## src/hdl/b2da_pkg.sv

```systemverilog
// Shared types and constants for the binary to decimal ASCII converter.
package b2da_pkg;

  localparam int VALUE_W    = 32;
  localparam int DIGIT_W    = 4;
  localparam int ASCII_W    = 6;
  localparam int WIDEST_RUN = 10;

  localparam logic [ASCII_W-1:0] ASCII_ZERO = 6'd48;
  localparam logic [DIGIT_W-1:0] BCD_ADJ_MIN = 4'd5;
  localparam logic [DIGIT_W-1:0] BCD_ADJ     = 4'd3;

  typedef struct packed {
    logic load;   // capture a new input word, clear digits
    logic conv;   // one shift-add-3 step
    logic shift;  // drop the top digit
    logic emit;   // load the top digit into the output register
    logic last;   // digit being emitted is the last of the run
  } cmd_t;

  typedef struct packed {
    logic top_zero;  // top stored digit is zero
    logic ovf;       // value has more digits than stored
    logic out_free;  // output register can take a digit this cycle
  } sts_t;

endpackage

```

## src/hdl/b2da_dp.sv

```systemverilog
// Datapath: input register, BCD digit register with shift-add-3, output register.
module b2da_dp #(
  parameter int LIM = 10
) (
  input  logic                           clk,
  input  logic                           rst_n,
  input  logic [b2da_pkg::VALUE_W-1:0]   in_value,
  input  logic                           out_ready,
  input  b2da_pkg::cmd_t                 cmd,
  output b2da_pkg::sts_t                 sts,
  output logic                           out_valid,
  output logic [b2da_pkg::ASCII_W-1:0]   out_ascii_digit,
  output logic                           out_last_digit
);

  localparam int DW = b2da_pkg::DIGIT_W;
  localparam int BW = LIM * DW;

  logic [b2da_pkg::VALUE_W-1:0] bin_r;
  logic [LIM-1:0][DW-1:0]       dig_r;
  logic [LIM-1:0][DW-1:0]       adj;
  logic [BW-1:0]                adj_flat;
  logic                         ovf_r;
  logic                         out_valid_r;
  logic [b2da_pkg::ASCII_W-1:0] ascii_r;
  logic                         last_r;

  always_comb begin
    for (int i = 0; i < LIM; i++) begin
      if (dig_r[i] >= b2da_pkg::BCD_ADJ_MIN) begin
        adj[i] = dig_r[i] + b2da_pkg::BCD_ADJ;
      end else begin
        adj[i] = dig_r[i];
      end
    end
  end

  assign adj_flat = adj;

  always_ff @(posedge clk) begin
    if (cmd.load) begin
      bin_r <= in_value;
      dig_r <= '0;
      ovf_r <= 1'b0;
    end else if (cmd.conv) begin
      bin_r <= bin_r << 1;
      dig_r <= {adj_flat[BW-2:0], bin_r[b2da_pkg::VALUE_W-1]};
      ovf_r <= ovf_r | adj_flat[BW-1];
    end else if (cmd.shift) begin
      dig_r <= dig_r << DW;
    end
    if (cmd.emit) begin
      ascii_r <= b2da_pkg::ASCII_ZERO + {{(b2da_pkg::ASCII_W-DW){1'b0}}, dig_r[LIM-1]};
      last_r  <= cmd.last;
    end
  end

  always_ff @(posedge clk) begin
    if (!rst_n) begin
      out_valid_r <= 1'b0;
    end else if (cmd.emit) begin
      out_valid_r <= 1'b1;
    end else if (out_ready) begin
      out_valid_r <= 1'b0;
    end
  end

  assign sts.top_zero = (dig_r[LIM-1] == '0);
  assign sts.ovf      = ovf_r;
  assign sts.out_free = !out_valid_r || out_ready;

  assign out_valid       = out_valid_r;
  assign out_ascii_digit = ascii_r;
  assign out_last_digit  = last_r;

endmodule

```

## src/hdl/b2da_ctrl.sv

```systemverilog
// Controller: sequences load, conversion steps and digit emission.
module b2da_ctrl #(
  parameter int LIM = 10
) (
  input  logic           clk,
  input  logic           rst_n,
  input  logic           in_valid,
  output logic           in_ready,
  input  b2da_pkg::sts_t sts,
  output b2da_pkg::cmd_t cmd
);

  localparam int CNT_W = $clog2(b2da_pkg::VALUE_W);
  localparam int REM_W = $clog2(LIM + 1);
  localparam logic [CNT_W-1:0] BIT_LAST = CNT_W'(b2da_pkg::VALUE_W - 1);
  localparam logic [REM_W-1:0] REM_INIT = REM_W'(LIM);
  localparam logic [REM_W-1:0] REM_ONE  = REM_W'(1);

  typedef enum logic [1:0] {
    ST_IDLE,
    ST_CONV,
    ST_EMIT
  } state_t;

  state_t           state_r;
  logic [CNT_W-1:0] bit_cnt_r;
  logic [REM_W-1:0] rem_r;
  logic             started_r;
  logic             emit_go;
  logic             skip;

  assign in_ready = (state_r == ST_IDLE);
  assign emit_go  = (state_r == ST_EMIT) && sts.out_free;
  assign skip     = sts.top_zero && !started_r && !sts.ovf && (rem_r != REM_ONE);

  assign cmd.load  = (state_r == ST_IDLE) && in_valid;
  assign cmd.conv  = (state_r == ST_CONV);
  assign cmd.shift = emit_go;
  assign cmd.emit  = emit_go && !skip;
  assign cmd.last  = (rem_r == REM_ONE);

  always_ff @(posedge clk) begin
    if (!rst_n) begin
      state_r   <= ST_IDLE;
      bit_cnt_r <= '0;
      rem_r     <= '0;
      started_r <= 1'b0;
    end else begin
      unique case (state_r)
        ST_IDLE: begin
          if (in_valid) begin
            state_r   <= ST_CONV;
            bit_cnt_r <= '0;
          end
        end
        ST_CONV: begin
          if (bit_cnt_r == BIT_LAST) begin
            state_r   <= ST_EMIT;
            rem_r     <= REM_INIT;
            started_r <= 1'b0;
          end else begin
            bit_cnt_r <= bit_cnt_r + 1'b1;
          end
        end
        ST_EMIT: begin
          if (emit_go) begin
            rem_r <= rem_r - 1'b1;
            if (!skip) begin
              started_r <= 1'b1;
            end
            if (rem_r == REM_ONE) begin
              state_r <= ST_IDLE;
            end
          end
        end
        default: begin
          state_r <= ST_IDLE;
        end
      endcase
    end
  end

endmodule

```

## src/hdl/binary_to_decimal_ascii_core.sv

```systemverilog
// Top level of the binary to decimal ASCII converter.
// Each input word is a 32-bit unsigned number; the block returns its decimal
// text as one output word per ASCII digit, most significant first, without
// leading zeros, with out_last_digit marking the final digit (zero gives "0").
// Only the lowest min(MAX_DIGITS, 10) digits, but at least one, are kept; a
// longer number is cut to that many, which may start with '0'. A word is
// accepted in the idle state and converted by a bit-serial shift-add-3 loop
// (one input bit per cycle); its stored digits then go out one per cycle while
// the output is not stalled, leading zeros being dropped one per cycle as well.
// A new word is taken once the last digit sits in the output register.
module binary_to_decimal_ascii_core #(
  parameter int MAX_DIGITS = 10
) (
  input  logic                                clk,
  input  logic                                rst_n,
  input  logic                                in_valid,
  output logic                                in_ready,
  input  logic [b2da_pkg::VALUE_W-1:0]        in_value,
  output logic                                out_valid,
  input  logic                                out_ready,
  output logic [b2da_pkg::ASCII_W-1:0]        out_ascii_digit,
  output logic                                out_last_digit
);

  localparam int LIM = (MAX_DIGITS > b2da_pkg::WIDEST_RUN) ? b2da_pkg::WIDEST_RUN :
                       (MAX_DIGITS < 1) ? 1 : MAX_DIGITS;

  b2da_pkg::cmd_t cmd;
  b2da_pkg::sts_t sts;

  b2da_ctrl #(
    .LIM (LIM)
  ) u_ctrl (
    .clk      (clk),
    .rst_n    (rst_n),
    .in_valid (in_valid),
    .in_ready (in_ready),
    .sts      (sts),
    .cmd      (cmd)
  );

  b2da_dp #(
    .LIM (LIM)
  ) u_dp (
    .clk             (clk),
    .rst_n           (rst_n),
    .in_value        (in_value),
    .out_ready       (out_ready),
    .cmd             (cmd),
    .sts             (sts),
    .out_valid       (out_valid),
    .out_ascii_digit (out_ascii_digit),
    .out_last_digit  (out_last_digit)
  );

`ifndef SYNTHESIS
  a_digit_range: assert property (@(posedge clk) disable iff (!rst_n)
    out_valid |-> (out_ascii_digit >= 6'd48) && (out_ascii_digit <= 6'd57))
    else $error("output digit out of range");

  a_busy_after_accept: assert property (@(posedge clk) disable iff (!rst_n)
    (in_valid && in_ready) |=> !in_ready)
    else $error("input taken while converting");

  a_run_continues: assert property (@(posedge clk) disable iff (!rst_n)
    (out_valid && out_ready && !out_last_digit) |=> out_valid)
    else $error("gap inside a digit run");
`endif

endmodule
```

## config.mk

```make
export PLATFORM = sky130hd
export DESIGN_NAME = binary_to_decimal_ascii_core
export DESIGN_NICKNAME = d
export VERILOG_FILES = /design/src/hdl/b2da_pkg.sv /design/src/hdl/b2da_dp.sv /design/src/hdl/b2da_ctrl.sv /design/src/hdl/binary_to_decimal_ascii_core.sv
export SDC_FILE = /design/constraint.sdc
export NUM_CORES = 1
export LEC_CHECK = 0
export BUFFER_PORTS_ARGS = -buffer_cell sky130_fd_sc_hd__buf_2
export CELL_PAD_IN_SITES_DETAIL_PLACEMENT = 1
export CELL_PAD_IN_SITES_GLOBAL_PLACEMENT = 2
export CORE_MARGIN = 1
export CORE_UTILIZATION = 38
export DETAILED_ROUTE_END_ITERATION = 12
export PLACE_DENSITY_LB_ADDON = 0.1
export SYNTH_ARGS = -nofsm -noshare
export SYNTH_HDL_FRONTEND = slang
export SYNTH_SLANG_ARGS = --single-unit
```

## constraint.sdc

```tcl
create_clock -name clk -period 5.4 [get_ports clk]
set_input_delay 1.08 -clock clk [delete_from_list [all_inputs] [get_ports clk]]
set_output_delay 1.08 -clock clk [all_outputs]
set_load 0.1 [all_outputs]
```

* Yosys cells after proc, flatten, opt, wreduce, memory -nomap -nowiden *
Index checks and enable logic that the tools add are counted.

storage, ports and cells
  flip-flop bits (word level) = 93
  latch bits = 0
  bits in writable memories = 0
  bits in read-only memories = 0
  bits of input ports = 36
  memories kept = 0

cells by class
  add/subtract/negate cells = 13
  $mul = 0
  divide/modulo/power cells = 0
  order comparisons = 10
  eq/ne operators = 11
  shift-type cells = 0
  multiplexer cells = 31
  bitwise logic cells = 1
  reduce and logical (&&, ||, !) cells = 22

operators with widths
  cell                                                               count
  two-way mux 40 bit                                                 2
  two-way mux 32 bit                                                 2
  two-way mux 4 bit                                                  12
  adder 4 x 2 -> 4 bit, second input constant                        10
  greater-or-equal comparator 4 x 3 -> 1 bit, second input constant  10
  two-way mux 5 bit                                                  2
  one-hot mux 5 bit (2 select lines)                                 1
  nonzero test 2 bit                                                 5
  two-way mux 2 bit                                                  4
  one-hot mux 4 bit (2 select lines)                                 1
  AND reduction 4 bit                                                2
  adder 5 x 5 -> 6 bit, first input constant                         1
  logical AND 1 bit                                                  6
  inequality test 2 x 1 -> 1 bit, second input constant              3
  inequality test 2 bit, second input constant                       3
  one-hot mux 2 bit (3 select lines)                                 1
  AND reduction 3 bit                                                2
  adder 5 x 1 -> 5 bit, second input constant                        1
  == test 5 bit, second input constant                               1
  two-way mux 1 bit                                                  5
  == test 4 x 1 -> 1 bit, second input constant                      1
  zero test 1 bit                                                    4
  zero test 4 bit                                                    1
  inequality test 4 x 1 -> 1 bit, second input constant              1
  other kinds (7)                                                    7

* Depth between registers and ports, before layout *
Gate-level depths: netlist of the first run.

  depth after elaboration = 7
  gate-level depth with buffers = 8
  depth with buffers taken out = 7

* Modules after synthesis *
Synthesis of the first run repeated with hierarchy kept, for this count alone.

second synthesis, totals
  cell total of the unflattened synthesis = 480
  area, all modules = 5024.8 um^2

modules (own cells, without submodules)
  module     times used  cells each  area an instance (um^2)  sequential area each (um^2)
  b2da_dp    1           407         4361.7                   1951.9
  b2da_ctrl  1           73          663.1                    240.2

* Least setup slack after synthesis of the first run *
No wires, ideal clock.

  kind = input to register
  start = input in_valid
  end = register u_dp.bin_r[0] (netlist bit), enable pin
  setup time = 0.466 ns
  arrival = 3.645 ns
  required time = 4.934 ns
  slack = 1.290 ns
  cell stages on the path = 3
  buffers on the path = 1
  path through = nand2b_1 > clkbuf_1 > o21ai_0

on the way
  longest elaborated chain between the ends = 2

ends and longest elaborated chain
  what                          line                                RTL
  start, declared               binary_to_decimal_ascii_core.sv:16  input logic in_valid,
  logical AND 1 bit             b2da_ctrl.sv:36                     assign cmd.load = (state_r == ST_IDLE) && in_valid;
  nonzero test 2 bit (no line)  n/a
  end signal, assigned          b2da_dp.sv:42                       bin_r <= in_value;
  end signal, assigned          b2da_dp.sv:46                       bin_r <= bin_r << 1;
  end, declared                 b2da_dp.sv:19                       logic [b2da_pkg::VALUE_W-1:0] bin_r;

No other way between the ends.
A chain may end at the register's enable or synchronous reset.

* Worst setup path in the final report of the first run *
  start = register u_ctrl.state_r[1]
  end = register u_dp.dig_r[35] (netlist bit)

on the way
  longest elaborated chain between the ends = 3

ends and longest elaborated chain
  what                          line             RTL
  start, declared               b2da_ctrl.sv:25  state_t state_r;
  start signal, assigned        b2da_ctrl.sv:44  state_r <= ST_IDLE;
  start signal, assigned        b2da_ctrl.sv:52  state_r <= ST_CONV;
  start signal, assigned        b2da_ctrl.sv:58  state_r <= ST_EMIT;
  == test 2 bit                 b2da_ctrl.sv:33  assign emit_go = (state_r == ST_EMIT) && sts.out_free;
  logical AND 1 bit             b2da_ctrl.sv:33
  nonzero test 2 bit (no line)  n/a
  end signal, assigned          b2da_dp.sv:47    dig_r <= {adj_flat[BW-2:0], bin_r[b2da_pkg::VALUE_W-1]};
  end signal, assigned          b2da_dp.sv:50    dig_r <= dig_r << DW;
  end, declared                 b2da_dp.sv:20    logic [LIM-1:0][DW-1:0] dig_r;

Several ways; a longest one is shown, not always the timed one.

==> summary.log, run 1 <==
INFO  synthesis      avgSynthCellArea=10.0um^2
INFO  grt            grt_antenna_before_repair=0
INFO  clock_network  clock-sinks=91
INFO  worst_setup_path crit-reg2reg-launch=u_ctrl.state_r[1]
INFO  finish         finish.net_count=577
INFO  route          detail_route.vias_per_cell=5.48
INFO  grt            all_layer_global_routing_usage=0.188
INFO  worst_setup_path timing.critical_path.slowest_stage_cell=dfxtp_1
INFO  clock_network  postCtsSetupBuffers=0
INFO  sta            post-route-period-util=0.513
INFO  worst_setup_path reg2reg_setup_slack=2.63ns
INFO  synthesis      synth_flop_cell=dfxtp_1
INFO  power_and_ir_drop internal_power=1.34mW
INFO  clock_network  clock_tree.htree_level_count=3
INFO  finish         post-route-util=0.436
INFO  worst_setup_path start_kind=flop
INFO  sta            setup_ws=2.63ns
INFO  worst_setup_path path_max_fanout=26
INFO  worst_setup_path critical_path.most_common_cell=a21oi_1
INFO  sta            maxSlewViolCount=0
INFO  min_path       hold_path.class=reg -> reg
INFO  worst_setup_path critical_path_cell_count=4
INFO  synthesis      yosys.cell_count.top_type=a21oi_1
INFO  worst_setup_path worstPathRequired=5.58ns
INFO  clock_network  maximum_count_of_clock_buffers_along_a_single_path=2
INFO  route          initialDrtViolationCount=149
INFO  grt            grt_pass1_vias=3641
INFO  status         status=completed
INFO  sta            tightest_pin_transition=1.22ns
INFO  synthesis      yosys_register_bits=91
INFO  route          drt-pass1-iter-count=4
INFO  synthesis      post-synth-top-area-fraction=0.226
INFO  synthesis      yosys-top-cells-area=edfxtp_1 23%, dfxtp_1 22%, mux2_2 7.6%
INFO  grt            globalRoute.totalOverflow=0
INFO  clock_network  post_cts_resize_count=0
INFO  place          place_ws=2.56ns
INFO  worst_setup_path path_buf_inv=0
INFO  run            cap_violations=0
INFO  sta            finalWorstPathRequiredPeriod=2.77ns
INFO  synthesis      ys_warn_count=0
INFO  power_and_ir_drop sequentialPowerShare=0.472
INFO  worst_setup_path crit_path_start=u_ctrl.state_r[1]
INFO  finish         n_antenna_cell=0
INFO  power_and_ir_drop max-vdd-ir-drop=0.167mV
INFO  place          placer_congestion=0.737
INFO  clock_network  clock_slew_at_reported_path_ffs=0.07ns
INFO  place          dpl-instance-area=5220um^2
INFO  worst_setup_path reg2regPathDepth=4
INFO  synthesis      synth_area=4910um^2
INFO  synthesis      synthArstFlopShare=0
INFO  synthesis      synth.top_cells.by_count=63 x a21oi_1, 54 x dfxtp_1, 37 x edfxtp_1, 33 x mux2_2, 27 x o21ai_0
INFO  clock_network  tritoncts=built
INFO  clock_network  post_cts_hold_buffer_count=0
INFO  synthesis      synth_enable_flop_cells=37
INFO  floorplan      fp.coreArea=12600um^2
INFO  synthesis      post_synthesis_cell_type_count=41
INFO  synthesis      netlist_instances=489
INFO  finish         design_area=5500um^2
INFO  worst_setup_path timing_worst_setup_path_type=reg -> reg
INFO  power_and_ir_drop power_leakage=2.01nW
INFO  route          wl_per_cell=17.2um
INFO  worst_setup_path crit_family=compound AO/OA/AOI/OAI gates
INFO  power_and_ir_drop share_of_total_power_in_combinational_logic=0.210
INFO  worst_setup_path worstSetupEndpoint=u_dp.dig_r[35]
INFO  worst_setup_path reg2reg_to=u_dp.dig_r[35]
INFO  grt            grt_pass1_wl=19100um
INFO  route          routed-via-count=3796
INFO  sta            hold_violations=0
INFO  clock_network  clock_insertion_delay_worst_skew=0.35ns
INFO  worst_setup_path crit_chain=nor2b_4 -> a21oi_1 -> a221oi_1 -> a21oi_1
INFO  sta            fin_setup_tns=0ns
INFO  route          antenna_violating_nets_post_route=0
INFO  worst_setup_path critPathArrivalTime=2.95ns
INFO  clock_network  clock_tree.root_cell=clkbuf_16
INFO  route          totalWireLength=11900um
INFO  floorplan      initial_core_util=0.389
INFO  power_and_ir_drop clock_power_share=0.319
INFO  place          placedCellCount=677
INFO  finish         layout.filler_cells=1449
INFO  floorplan      die_y=116um
INFO  sta            fmaxAchievable=361MHz
INFO  worst_setup_path slowest_delay=0.91ns
INFO  place          hpwlAfterDp=7530um
INFO  place          placement.io_buffers=42
INFO  power_and_ir_drop power.switching=598uW
INFO  floorplan      core.rowCount=41
INFO  synthesis      yosys.area.top_type=edfxtp_1
INFO  floorplan      die_w=116um
INFO  sta            slew_headroom=0.186
INFO  floorplan      floorplan.die_area=13400um^2
INFO  grt            grt_max_degree=54
INFO  sta            rsz0062_at_grt=no
INFO  synthesis      share_of_the_yosys_chip_area_belonging_to_registers=0.446
INFO  finish         post_route_cells_drive_above_1_share=0.203
INFO  power_and_ir_drop sw_frac_of_total=0.309
INFO  worst_setup_path critPathCaptureType=flop
INFO  power_and_ir_drop power_density=352nW/um^2
INFO  sta            final_number_of_setup_violating_endpoints=0
INFO  finish         finalNonFillerCells=693
INFO  finish         area_growth_syn_to_layout=12.0%
INFO  floorplan      design.portCount=45
INFO  route          drcViolationCount=0
INFO  sta            skew=0.00893ns
INFO  clock_network  cts-buffers-inserted=9
[logic make-up after synthesis]
family                   synth area share
AO/OA/AOI/OAI                       0.193
AND/OR/NAND/NOR                     0.137
flip-flops                          0.446
buffers and inverters              0.0588
multiplexers                       0.0757
adder cells (fa/ha/maj)            0.0637
XOR/XNOR                           0.0250
other                            0.000763
[power groups by stage]
stage / Clock, mW / Combinational [mW] / Sequential (mW)
after floorplan: 0 / 0.329 / 0.896
final: 0.616 / 0.406 / 0.913
after global routing: 0.659 / 0.461 / 0.931
after global placement: 0 / 0.395 / 0.926
after CTS: 0.637 / 0.412 / 0.913
after detailed placement: 0 / 0.409 / 0.927
[worst min-delay path: cells and delay by family (launching register included)]
kind	cells	cell delay, ns
flops	1	0.31
compound gates	2	0.13
[state kept, by name (all words and copies together), names as in the netlist]
register	count
u_ctrl.rem_r	4
u_ctrl.state_r	2
u_ctrl.started_r	1
u_dp.out_last_digit	1
u_dp.bin_r	32
u_dp.out_valid	1
u_dp.ovf_r	1
u_dp.out_ascii_digit	4
u_dp.dig_r	40
u_ctrl.bit_cnt_r	5
[worst min-delay path by stage]
stage	from	to	depth (start not counted)
finish	u_dp.ovf_r	u_dp.ovf_r	2
global route	u_ctrl.started_r	u_ctrl.started_r	2
CTS	u_ctrl.started_r	u_ctrl.started_r	2
detailed placement	u_ctrl.started_r	u_ctrl.started_r	2
global placement	u_dp.ovf_r	u_dp.ovf_r	2
floorplan	u_dp.dig_r[37]	u_dp.out_ascii_digit[1]	0
[layout make-up]
type / instances / area (um^2) / share of cell area
Sequential cell: 91 / 2190 / 0.398
Clock inverter: 6 / 47.5 / 0.00864
Timing Repair Buffer: 49 / 263 / 0.0478
Clock buffer: 10 / 239 / 0.0434
Inverter: 25 / 93.8 / 0.0171
Tap cell: 172 / 215 / 0.0391
Multi-Input combinational cell: 340 / 2450 / 0.446
[placed cells by master, fill, tap and decap left out, types with 4 or more instances in the layout]
cell type,instances
a211oi_1,18
a21boi_0,5
a21oi_1,63
a221oi_1,9
a22oi_1,10
a311oi_1,9
a31oi_1,8
and3_1,12
buf_2,42
buf_4,7
clkbuf_16,9
dfxtp_1,54
edfxtp_1,37
ha_1,25
inv_1,25
mux2_2,33
nand2_1,13
nand2b_1,21
nand3_1,16
nor2_1,6
nor2b_1,5
nor3_1,4
nor3b_1,20
o21ai_0,26
or3_1,8
xnor2_1,11
[per-layer routing]
metal	wire length (um)	up-vias	part of all wire	GRT usage
met5	0	-	0	0
met4	177	0	0.015	0.0744
met2	5550	44	0.46	0.295
met1	5940	1885	0.50	0.260
li1	-	1855	-	-
met3	277	12	0.023	0.0288
[per-stage QoR]
step                      total power [mW]  hold WS, ns
after floorplan                       1.22        0.446
after global routing                  2.05        0.521
after CTS                             1.96        0.490
after global placement                1.32        0.467
after detailed placement              1.34        0.481
final                                 1.94        0.485
No activity file was read; power rests on OpenSTA's default activity.
==> inputs of run 2 (changes only) <==
--- a/config.mk
+++ b/config.mk
@@ -5,11 +5,12 @@
 export SDC_FILE = /design/constraint.sdc
 export NUM_CORES = 1
 export LEC_CHECK = 0
+export ABC_AREA = 1
 export BUFFER_PORTS_ARGS = -buffer_cell sky130_fd_sc_hd__buf_2
 export CELL_PAD_IN_SITES_DETAIL_PLACEMENT = 1
 export CELL_PAD_IN_SITES_GLOBAL_PLACEMENT = 2
 export CORE_MARGIN = 1
-export CORE_UTILIZATION = 38
+export CORE_UTILIZATION = 34
 export DETAILED_ROUTE_END_ITERATION = 12
 export PLACE_DENSITY_LB_ADDON = 0.1
 export SYNTH_ARGS = -nofsm -noshare
==> constraint.sdc (replaced) <==
create_clock -name clk -period 2.68 [get_ports clk]
set_input_delay 0.536 -clock clk [delete_from_list [all_inputs] [get_ports clk]]
set_output_delay 0.536 -clock clk [all_outputs]
set_load 0.1 [all_outputs]
==> summary.log, run 2 <==
INFO  status         status=completed
INFO  power_and_ir_drop max-vdd-ir-drop=0.339mV [+100%]
INFO  clock_network  post_cts_resize_count=0 [unchanged]
INFO  clock_network  clock_tree.root_cell=clkbuf_16
INFO  sta            post-route-period-util=0.692
INFO  synthesis      post_synthesis_cell_type_count=28 [-32%]
INFO  floorplan      die_y=124um [+6.8%]
INFO  synthesis      yosys-top-cells-area=edfxtp_1 22%, dfxtp_1 22%, nand2_1 16%
INFO  sta            skew=0.00587ns [-0.00305 ns]
INFO  clock_network  postCtsSetupBuffers=0 [unchanged]
INFO  synthesis      ys_warn_count=0 [unchanged]
INFO  floorplan      floorplan.die_area=15300um^2 [+14%]
INFO  sta            rsz0062_at_grt=no
INFO  min_path       hold_path.class=in -> reg
INFO  worst_setup_path slowest_delay=0.43ns [-0.48 ns]
INFO  grt            all_layer_global_routing_usage=0.179 [-0.00840]
INFO  grt            grt_pass1_wl=21600um [+13%]
INFO  synthesis      synth_area=5030um^2 [+2.3%]
INFO  route          wl_per_cell=13.7um [-21%]
INFO  finish         layout_common_cells=215 x nand2_1, 88 x inv_1, 72 x o21ai_0
INFO  finish         finish.net_count=786 [+36%]
INFO  route          drt-pass1-iter-count=4 [unchanged]
INFO  place          placer_congestion=0.733 [-0.56%]
INFO  synthesis      post-synth-top-area-fraction=0.221 [-0.00512]
INFO  finish         registers.top_by_ff_count=u_dp.dig_r
INFO  clock_network  post_cts_hold_buffer_count=0 [unchanged]
INFO  worst_setup_path worstSetupEndpoint=in_ready
INFO  synthesis      yosys.area.top_type=edfxtp_1
INFO  clock_network  tritoncts=built
INFO  route          detail_route.vias_per_cell=4.94 [-9.8%]
INFO  clock_network  clock_tree.htree_level_count=3 [unchanged]
INFO  finish         largest_reg_flops=40 [unchanged]
INFO  finish         layout.cells.most_common=nand2_1
INFO  sta            maxSlewViolCount=0 [unchanged]
INFO  finish         largestRegisters=u_dp.dig_r x40, u_dp.bin_r x32, u_ctrl.bit_cnt_r x5
INFO  power_and_ir_drop power_leakage=2.68nW [+34%]
INFO  synthesis      yosys.cell_count.top_type=nand2_1
INFO  floorplan      initial_core_util=0.347 [-0.0421]
INFO  worst_setup_path critPathCaptureType=output port
INFO  worst_setup_path reg2reg_to=u_ctrl.rem_r[2]
INFO  worst_setup_path timing_worst_setup_path_type=reg -> out
INFO  clock_network  clock_insertion_delay_worst_skew=0.35ns [about the same]
INFO  route          antenna_violating_nets_post_route=0 [unchanged]
INFO  worst_setup_path worstPathRequired=2.14ns [-3.44 ns]
INFO  finish         area_growth_syn_to_layout=13.9%
INFO  sta            hold_violations=0 [unchanged]
INFO  sta            final_hold_slack=0.443ns [-0.0425 ns]
INFO  route          drcViolationCount=0 [unchanged]
INFO  clock_network  clock_slew_at_reported_path_ffs=0.07ns [about the same]
INFO  clock_network  clock-sinks=91 [unchanged]
INFO  route          initialDrtViolationCount=184 [+23%]
INFO  worst_setup_path path_max_fanout=4 [-85%]
INFO  route          routed-via-count=4515 [+19%]
INFO  route          totalWireLength=12500um [+4.6%]
INFO  floorplan      fp.coreArea=14500um^2 [+15%]
INFO  worst_setup_path start_kind=flop
INFO  floorplan      die_w=124um [+6.8%]
INFO  sta            finalWorstPathRequiredPeriod=1.86ns
INFO  worst_setup_path crit_chain=nor2_4 -> buf_2
INFO  worst_setup_path crit_path_start=u_ctrl.state_r[0]
INFO  place          placement.io_buffers=42 [unchanged]
INFO  worst_setup_path path_buf_inv=1 [+1]
INFO  place          hpwlAfterDp=8620um [+14%]
INFO  grt            grt_max_degree=55 [+1.9%]
INFO  grt            grt_pass1_vias=4685 [+29%]
INFO  worst_setup_path reg2regPathDepth=7 [+3]
INFO  sta            slew_headroom=0.597 [+0.411]
INFO  worst_setup_path reg2reg_setup_slack=0.82ns [-1.80 ns]
INFO  sta            tightest_pin_transition=0.603ns [-0.618 ns]
INFO  floorplan      core.rowCount=44 [+7.3%]
INFO  clock_network  cts-buffers-inserted=9 [unchanged]
INFO  synthesis      avgSynthCellArea=7.29um^2 [-27%]
INFO  synthesis      yosys_register_bits=91 [unchanged]
INFO  worst_setup_path timing.critical_path.slowest_stage_cell=buf_2
INFO  floorplan      design.portCount=45 [unchanged]
INFO  sta            final_number_of_setup_violating_endpoints=0 [unchanged]
INFO  grt            grt_antenna_before_repair=0 [unchanged]
INFO  synthesis      synth.top_cells.by_count=215 x nand2_1, 88 x inv_1, 72 x o21ai_0, 54 x dfxtp_1, 50 x a21oi_1
INFO  power_and_ir_drop power_density=1080nW/um^2 [+210%]
INFO  synthesis      share_of_the_yosys_chip_area_belonging_to_registers=0.436 [-0.0101]
INFO  worst_setup_path critPathArrivalTime=1.32ns [-1.63 ns]
INFO  synthesis      netlist_instances=689 [+41%]
INFO  worst_setup_path critical_path_cell_count=2 [-2]
INFO  worst_setup_path crit_family=buffers and inverters
INFO  synthesis      synth_flop_cell=dfxtp_1
INFO  synthesis      synth_enable_flop_cells=37 [unchanged]
INFO  synthesis      synthArstFlopShare=0 [unchanged]
INFO  grt            globalRoute.totalOverflow=0 [unchanged]
INFO  worst_setup_path crit-reg2reg-launch=u_ctrl.state_r[0]
INFO  run            cap_violations=0 [unchanged]
INFO  finish         post_route_cells_drive_above_1_share=0.0986 [-0.105]
INFO  clock_network  maximum_count_of_clock_buffers_along_a_single_path=2 [unchanged]
INFO  sta            fmaxAchievable=539MHz
INFO  sta            fin_setup_tns=0ns [unchanged]
INFO  finish         n_antenna_cell=0 [unchanged]
## run 2: cell count changes in the layout (fill, tap and decap cells not counted), moves of 11 or more
cell | before | now
a211oi_1 | 18 | 0
nand2_1 | 13 | 215
xnor2_1 | 11 | 0
nand2b_1 | 21 | 0
inv_1 | 25 | 88
nor3b_1 | 20 | 1
and3_1 | 12 | 1
nand4_1 | 1 | 16
nor2_1 | 6 | 35
a21oi_1 | 63 | 50
mux2_2 | 33 | 0
nand3_1 | 16 | 46
o21ai_0 | 26 | 72
## run 2: worst min-delay path by stage
stage	start	end	slack, ns	cells past startpoint
after global placement	u_ctrl.bit_cnt_r[4]	u_ctrl.bit_cnt_r[4]	0.45	2
after global routing	in_value[13]	u_dp.bin_r[13]	0.45	3
final	in_value[18]	u_dp.bin_r[18]	0.44	3
after floorplan	u_ctrl.bit_cnt_r[2]	u_ctrl.bit_cnt_r[2]	0.43	2
after CTS	in_value[18]	u_dp.bin_r[18]	0.43	3
after detailed placement	u_ctrl.bit_cnt_r[2]	u_ctrl.bit_cnt_r[2]	0.46	2
## run 2: worst reg2reg max path, delay by kind of cell, from the launching register on
kind / cells / cell delay (ns)
AND/OR/NAND/NOR: 6 / 1.17
flip-flops: 1 / 0.46
buffers and inverters: 1 / 0.12
## run 2: per-layer routing
metal,vias up,GRT usage,wire length (um)
met5,-,0,0
met4,0,0.0693,213
met3,14,0.0298,243
met2,37,0.307,5960
met1,2158,0.225,6080
li1,2306,-,-
## run 2: power breakdown
part | switching, mW | leakage [nW] | internal (mW)
logic | 1.60 | 1.72 | 0.832
registers | 0.439 | 0.808 | 1.97
clock network | 0.592 | 0.148 | 0.731
## run 2: kinds of logic after synthesis
family / count (synthesis) / share of synthesized area
AOI/OAI and AO/OA: 129 / 0.132
adders and majority gates: 25 / 0.0622
buffers and inverters: 116 / 0.0931
and+or+nand+nor: 322 / 0.267
other: 1 / 0.000746
xor gates and xnor gates: 5 / 0.00871
DFF: 91 / 0.436
## run 2: per-stage QoR
step | power (mW) | utilization | setup slack, ns | cells | cell area [um^2]
floorplan | 4.22 | - | 0.243 | 690 | 5040
global placement | 4.78 | 0.375 | 0.869 | 898 | 5420
detailed placement | 4.90 | 0.375 | 0.790 | 898 | 5420
CTS | 6.26 | 0.395 | 0.784 | 914 | 5720
global route | 6.76 | 0.395 | 0.589 | 914 | 5720
finish | 6.17 | 0.395 | 0.824 | 914 | 5720
## run 2: cell type report
cell class	count	area, um^2
clock buffer	9	225
clock inverter	7	73.8
fill	1828	8760
inverter	89	334
multi-input combinational	483	2380
sequential	91	2190
tap	184	230
timing repair buffer	51	290
